--- config.mk ---
export PLATFORM = sky130hd
export DESIGN_NAME = atc_sine
export DESIGN_NICKNAME = d
export VERILOG_FILES = /design/src/hdl/atc_pkg.sv /design/src/hdl/atc_sine.sv
export SDC_FILE = /design/constraint.sdc
export NUM_CORES = 2
export LEC_CHECK = 0
export ABC_AREA = 1
export BUFFER_PORTS_ARGS = -buffer_cell sky130_fd_sc_hd__buf_2
export CORE_MARGIN = 8
export CORE_UTILIZATION = 31
export DETAILED_ROUTE_END_ITERATION = 8
export PLACE_DENSITY = 0.55
export SYNTH_ARGS = -nofsm -noshare
export SYNTH_HDL_FRONTEND = slang
export SYNTH_SLANG_ARGS = --single-unit
--- constraint.sdc ---
create_clock -name clk -period 10.5 [get_ports clk]
set_input_delay 2.1 -clock clk [delete_from_list [all_inputs] [get_ports clk]]
set_output_delay 2.1 -clock clk [all_outputs]
set_load 0.05 [all_outputs]
--- src/hdl/atc_pkg.sv ---
// ----------------------------------------------------------------------------
// atc_pkg: shared types and helpers for the anchored transform composer
// Fixed-point types for Q16.16 positions, binary angles and Q2.30 sines,
// plus the pipeline depth and the saturation helper.
// ----------------------------------------------------------------------------
package atc_pkg;

    // Signed Q16.16 position or depth
    typedef logic signed [31:0] q16_t;

    // Binary angle, 65536 units per turn
    typedef logic [15:0] bam_t;

    // Signed Q2.30 sine or cosine
    typedef logic signed [31:0] q30_t;

    // Rotated coordinate before the final sum, Q16.16 with two guard bits
    typedef logic signed [33:0] rot_t;

    // Position sum before saturation
    typedef logic signed [35:0] wide_t;

    // Quarter turn, the cosine offset
    localparam bam_t QUARTER_TURN = 16'h4000;

    // Register stages from input to output
    localparam int unsigned STAGES = 8;

    // Stages inside the sine pipeline
    localparam int unsigned SINE_STAGES = 4;

    // Rounding bias for a divide by 2^30, ties up
    localparam logic signed [65:0] Q30_HALF = 66'sd536870912;

    // Limits of a signed 32-bit Q16.16 value
    localparam wide_t Q16_MAX = 36'sd2147483647;
    localparam wide_t Q16_MIN = -36'sd2147483648;

    // Clamp a wide sum to the signed 32-bit range
    function automatic q16_t sat_q16(input wide_t v);
        q16_t res;
        if (v > Q16_MAX)
        begin
            res = 32'sh7FFF_FFFF;
        end
        else if (v < Q16_MIN)
        begin
            res = 32'sh8000_0000;
        end
        else
        begin
            res = v[31:0];
        end
        return res;
    endfunction

endpackage

--- src/hdl/atc_sine.sv ---
// ----------------------------------------------------------------------------
// atc_sine: four-stage pipelined sine of a binary angle
// Folds the angle into the first quadrant and evaluates an integer odd
// polynomial, one multiply per stage, giving a signed Q2.30 result.
// ----------------------------------------------------------------------------
module atc_sine
(
    input  logic                                 clk,
    input  logic [atc_pkg::SINE_STAGES-1:0]      adv,
    input  atc_pkg::bam_t                        angle,
    output atc_pkg::q30_t                        sine
);

    // Polynomial coefficients: A, B = 2A - 5*2^29, C = A - 3*2^29
    localparam logic [30:0] SIN_A = 31'd1686629713;
    localparam logic [29:0] SIN_B = 30'd688904866;
    localparam logic [26:0] SIN_C = 27'd76016977;
    localparam logic [14:0] R_QUARTER = 15'd16384;

    // Stage a: folded angle and its square
    logic [14:0] r_a_reg;
    logic [30:0] z2_a_reg;
    logic        neg_a_reg;

    // Stage b: inner term
    logic [14:0] r_b_reg;
    logic [30:0] z2_b_reg;
    logic [29:0] t1_b_reg;
    logic        neg_b_reg;

    // Stage c: outer term
    logic [14:0] r_c_reg;
    logic [30:0] t2_c_reg;
    logic        neg_c_reg;

    // Stage d: signed result
    atc_pkg::q30_t sine_reg;

    logic [14:0] r_next;
    logic [30:0] z2_next;
    logic [29:0] t1_next;
    logic [30:0] t2_next;
    atc_pkg::q30_t sine_next;

    // Fold into the first quadrant and square
    always_comb
    begin
        logic [14:0] r_raw;
        logic [29:0] sq;
        r_raw = {1'b0, angle[13:0]};
        r_next = angle[14] ? (R_QUARTER - r_raw) : r_raw;
        sq = 30'(r_next) * 30'(r_next);
        z2_next = {sq[28:0], 2'b00};
    end

    // Inner term: B - (C * z2) >> 30
    always_comb
    begin
        logic [57:0] cz;
        cz = 58'(SIN_C) * 58'(z2_a_reg);
        t1_next = SIN_B - 30'(cz[57:30]);
    end

    // Outer term: A - (t1 * z2) >> 30
    always_comb
    begin
        logic [60:0] tz;
        tz = 61'(t1_b_reg) * 61'(z2_b_reg);
        t2_next = SIN_A - tz[60:30];
    end

    // Final product: (t2 * (r << 16)) >> 30, then apply the half-turn sign
    always_comb
    begin
        logic [45:0] tr;
        atc_pkg::q30_t mag;
        tr = 46'(t2_c_reg) * 46'(r_c_reg);
        mag = signed'({1'b0, tr[44:14]});
        sine_next = neg_c_reg ? -mag : mag;
    end

    // Advance each stage on its own enable
    always_ff @(posedge clk)
    begin
        if (adv[0])
        begin
            r_a_reg   <= r_next;
            z2_a_reg  <= z2_next;
            neg_a_reg <= angle[15];
        end
        if (adv[1])
        begin
            r_b_reg   <= r_a_reg;
            z2_b_reg  <= z2_a_reg;
            t1_b_reg  <= t1_next;
            neg_b_reg <= neg_a_reg;
        end
        if (adv[2])
        begin
            r_c_reg   <= r_b_reg;
            t2_c_reg  <= t2_next;
            neg_c_reg <= neg_b_reg;
        end
        if (adv[3])
        begin
            sine_reg <= sine_next;
        end
    end

    assign sine = sine_reg;

endmodule

Yosys cells after proc, flatten, opt, wreduce, memory -nomap -nowiden
Cells that the tools add are included.
{"block": "totals", "regBits": 199, "latchBits": 0, "ram_bits": 0, "rom_bits": 0, "input_bits": 21, "output_inout_bits": 32, "elab_cells": 22, "memories": 0}
{"block": "classes", "add_sub_neg": 4, "mul": 4, "div_mod_pow": 0, "order_cmp": 0, "n_eq_ne": 0, "n_shift": 0, "muxes": 2, "bitwise": 0, "n_reduce_logical": 0}
{"cell": "30-bit by 29-bit multiplier with 59-bit output", "n": 1}
{"cell": "27-bit by 29-bit multiplier with 56-bit output (first input constant)", "n": 1}
{"cell": "31-bit by 15-bit multiplier with 45-bit output", "n": 1}
{"cell": "31-bit negation with 32-bit output", "n": 1}
{"cell": "31-bit 2-to-1 mux", "n": 1}
{"cell": "31-bit subtractor (first input constant)", "n": 1}
{"cell": "30-bit by 28-bit subtractor with 30-bit output (first input constant)", "n": 1}
{"cell": "15-bit by 15-bit multiplier with 29-bit output", "n": 1}
{"cell": "15-bit 2-to-1 mux", "n": 1}
{"cell": "15-bit by 14-bit subtractor with 15-bit output (first input constant)", "n": 1}

Logic depth before layout (Yosys ltp)
{"block": "logic_depth", "depth_word": 3, "ltp_mapped": 43}

Worst setup path after synthesis
Ideal clock, no wire load.
{"block": "synth_path", "path_kind": "input -> register", "start": "in angle[0]", "end": "reg z2_a_reg[27] (data pin)", "arrival_ps": 8633, "required_ps": 10224, "setup_slack_ps": 1591, "cell_stages": 31, "path_cell_list": "inv_1 -> clkbuf_1 -> ha_1 -> nand3_1 -> nor3_1 -> inv_1 -> nor4_1 -> o21ai_0 -> nand2_1 -> clkinv_1 -> nor2_1 -> inv_1 -> fa_1 -> inv_1 -> fa_1 -> inv_1 -> fa_1 -> inv_1 -> fa_1 -> inv_1 -> fa_1 -> fa_1 -> inv_1 -> ha_1 -> nand2_1 -> nor2_1 -> nand4_1 -> o21ai_0 -> nand2_1 -> o311ai_0 -> xor2_1"}
{"block": "synth_via", "elab_chain_cells": 3}
{"item": "from (decl)", "line_no": "atc_sine.sv:10", "source": "input atc_pkg::bam_t angle,"}
{"item": "15-bit by 14-bit subtractor with 15-bit output", "line_no": "atc_sine.sv:51", "source": "r_next = angle[14] ? (R_QUARTER - r_raw) : r_raw;"}
{"item": "15-bit 2-to-1 mux", "line_no": "atc_sine.sv:51"}
{"item": "via r_next[12]", "line_no": "atc_sine.sv:39", "source": "logic [14:0] r_next;"}
{"item": "15-bit by 15-bit multiplier with 29-bit output", "line_no": "atc_sine.sv:52", "source": "sq = 30'(r_next) * 30'(r_next);"}
{"item": "via z2_next[27]", "line_no": "atc_sine.sv:40", "source": "logic [30:0] z2_next;"}
{"item": "to (signal assigned)", "line_no": "atc_sine.sv:88", "source": "z2_a_reg <= z2_next;"}
{"item": "to (decl)", "line_no": "atc_sine.sv:22", "source": "logic [30:0] z2_a_reg;"}
The timed path passes the listed nets, and every way through them passes these cells.
A chain may end at the register's enable or synchronous reset.

Worst setup path in the final report
Ends and elaborated chain as after synthesis.

==> results.json <==
{
  "numCtsBuffers": 17,
  "ys_top_cells_by_area": "fa_1 40%, inv_1 15%, nand2_1 14%, ha_1 12%, edfxtp_1 7.7%",
  "start_util_pct": 31.15,
  "path_class": "primary input to flop",
  "cpPeakStageDelay_ns": 0.53,
  "path_max_fanout": 9,
  "synth_area_um2": 75770,
  "die_area_um2": 260500,
  "wl_mm": 208.0,
  "status": "complete, no violations",
  "crit_path_end_kind": "flop",
  "core_um2": 243200,
  "rows": 181,
  "ys.warnings.count": 0,
  "die_y_um": 510.4,
  "worst_pin_slew_ns": 1.183,
  "crit_required_ns": 10.75,
  "top_layer": "met4",
  "ys_ff_latch": 195,
  "finalCritPeriodShare_pct": 83.85,
  "cts_root_buf": "clkbuf_16",
  "grt_use_total_pct": 16.31,
  "critPathArrivalTime_ns": 9.05,
  "place_hpwl_mm": 173.5,
  "avgViaCountPerCell": 4.462,
  "crit_path_top_delay_cell": "fa_1",
  "fin_cells": 13016,
  "grt_start_max_net_pins": 74,
  "routedWlPerCell_um": 15.98,
  "antenna_left": 0,
  "clk_latency_ns": 0.51,
  "synth_edf_count": 195,
  "cts_tree": "yes",
  "first_pass_iters": 6,
  "m1WireLength_mm": 93.67,
  "crit_top_cell": "inv_1",
  "cts-htree-levels": 4,
  "rsz0062_at_grt": "no",
  "die_w_um": 510.4,
  "antenna_found_initial": 2,
  "fill_cells": 26173,
  "avgSynthCellArea_um2": 7.680,
  "drc": 0,
  "postSynthCellCount": 9866,
  "startpoint_type": "primary input",
  "fin_setup_tns_ns": 0,
  "cts.repair.resized": 0,
  "timing.fmax_mhz": 113.6,
  "ys_types": 52,
  "layout_commonest_cell": "inv_1",
  "setup_violations": 0,
  "cts_max_path_buffers": 2,
  "grt_pass1_vias": 61019,
  "wl_met3_mm": 9.623,
  "hold_buffers": 0,
  "drt_iter0_markers": 3341,
  "portBuffers": 52,
  "r2r_slack_ns": 1.86,
  "grt-ovfl-total": 0,
  "async_flop_share_pct": 0,
  "finClkSkew_ns": 0.01196,
  "vias": 58083,
  "gp_congestion": 0.9151,
  "dp_cells": 12983,
  "maxCapViolations": 0,
  "grt_pass1_wl_mm": 337.6,
  "slew_violations": 0,
  "synth_largest_area_cell": "fa_1",
  "nets": 12101,
  "slew_headroom_pct": 21.16,
  "crit_buf_inv": 10,
  "ys_seq_area_share_pct": 7.728,
  "cts_setup_buffers": 0,
  "largest_register_ffs": 32,
  "synth_top_area_share_pct": 40.40,
  "drive_gt1_share_pct": 3.455,
  "hold_path_class": "flop to flop",
  "fin_hold_ws_ns": 0.4176,
  "layout_common_cells": "2,943 x inv_1, 2,821 x nand2_1, 1,529 x fa_1, 751 x ha_1, 421 x nor2_1",
  "hold_violations": 0,
  "cts.sinks": 195,
  "path_clk_slew_ns": 0.09,
  "area_delta_synth_final_pct": 6.359,
  "wl_met2_mm": 100.6,
  "synth_top_flop_cell": "edfxtp_1",
  "critical-path-top-delay-family": "adder cells",
  "boundaryPins": 53,
  "min_period_ns": 8.804
}
## routing by layer
metal | vias up | track usage [%]
met1 | 28593 | 22.02
met2 | 1218 | 28.41
met3 | 214 | 1.801
li1 | 28058 | -
met4 | 0 | 3.169
met5 | - | 0
## kinds of logic after synthesis
kind of cell    synth area share [%]
simple gates                   19.78
buf+inv                        16.06
fa+ha+maj                      52.80
compound gates                 2.343
flops                          7.728
xor+xnor                       1.283
other cells                 0.009912
## worst paths after layout
path                                from                endpoint  cells after the start
hold / removal     r_b_reg[12]$_DFFE_PP_   r_c_reg[12]$_DFFE_PP_                      0
setup reg to reg  z2_b_reg[11]$_DFFE_PP_  t2_c_reg[24]$_DFFE_PP_                     30
hold reg to reg    r_b_reg[12]$_DFFE_PP_   r_c_reg[12]$_DFFE_PP_                      0
setup / recovery                angle[0]  z2_a_reg[27]$_DFFE_PP_                     31
## through the flow
step                instance area [um^2]  setup WS, ns  utilization [%]
floorplan                          75840         1.591                -
global placement                   79920         1.190            32.86
detailed placement                 79920         1.151            32.86
CTS                                80580         1.716            33.13
global route                       80590        0.9839            33.13
finish                             80590         1.696            33.13
## area by class of cell
type	instances	area, um^2	share of cell area [%]
multi-input cells	6448	57810	71.74
inverters	2979	11180	13.88
flip-flops and latches	195	5856	7.266
well taps	3202	4006	4.972
repair buffers	159	1066	1.323
clock buffers	17	425.4	0.5279
clock inverters	15	236.5	0.2934
diodes	1	2.502	0.003105
## synthesized netlist by cell type (all sizes together), types with 19 or more instances
| cell type | count |
|---|---|
| inv | 2973 |
| nand2 | 2863 |
| fa | 1529 |
| ha | 751 |
| nor2 | 467 |
| nand3 | 232 |
| clkbuf | 219 |
| edfxtp | 195 |
| a21oi | 186 |
| o21ai | 89 |
| xor2 | 88 |
| nand4 | 75 |
| buf | 43 |
| nor3 | 32 |
| o21bai | 23 |
| xnor2 | 20 |
| nand3b | 19 |
Power is left out: the tool's default activity adds up to more than one toggle a clock period on the data nets, which glitch-free logic cannot reach.
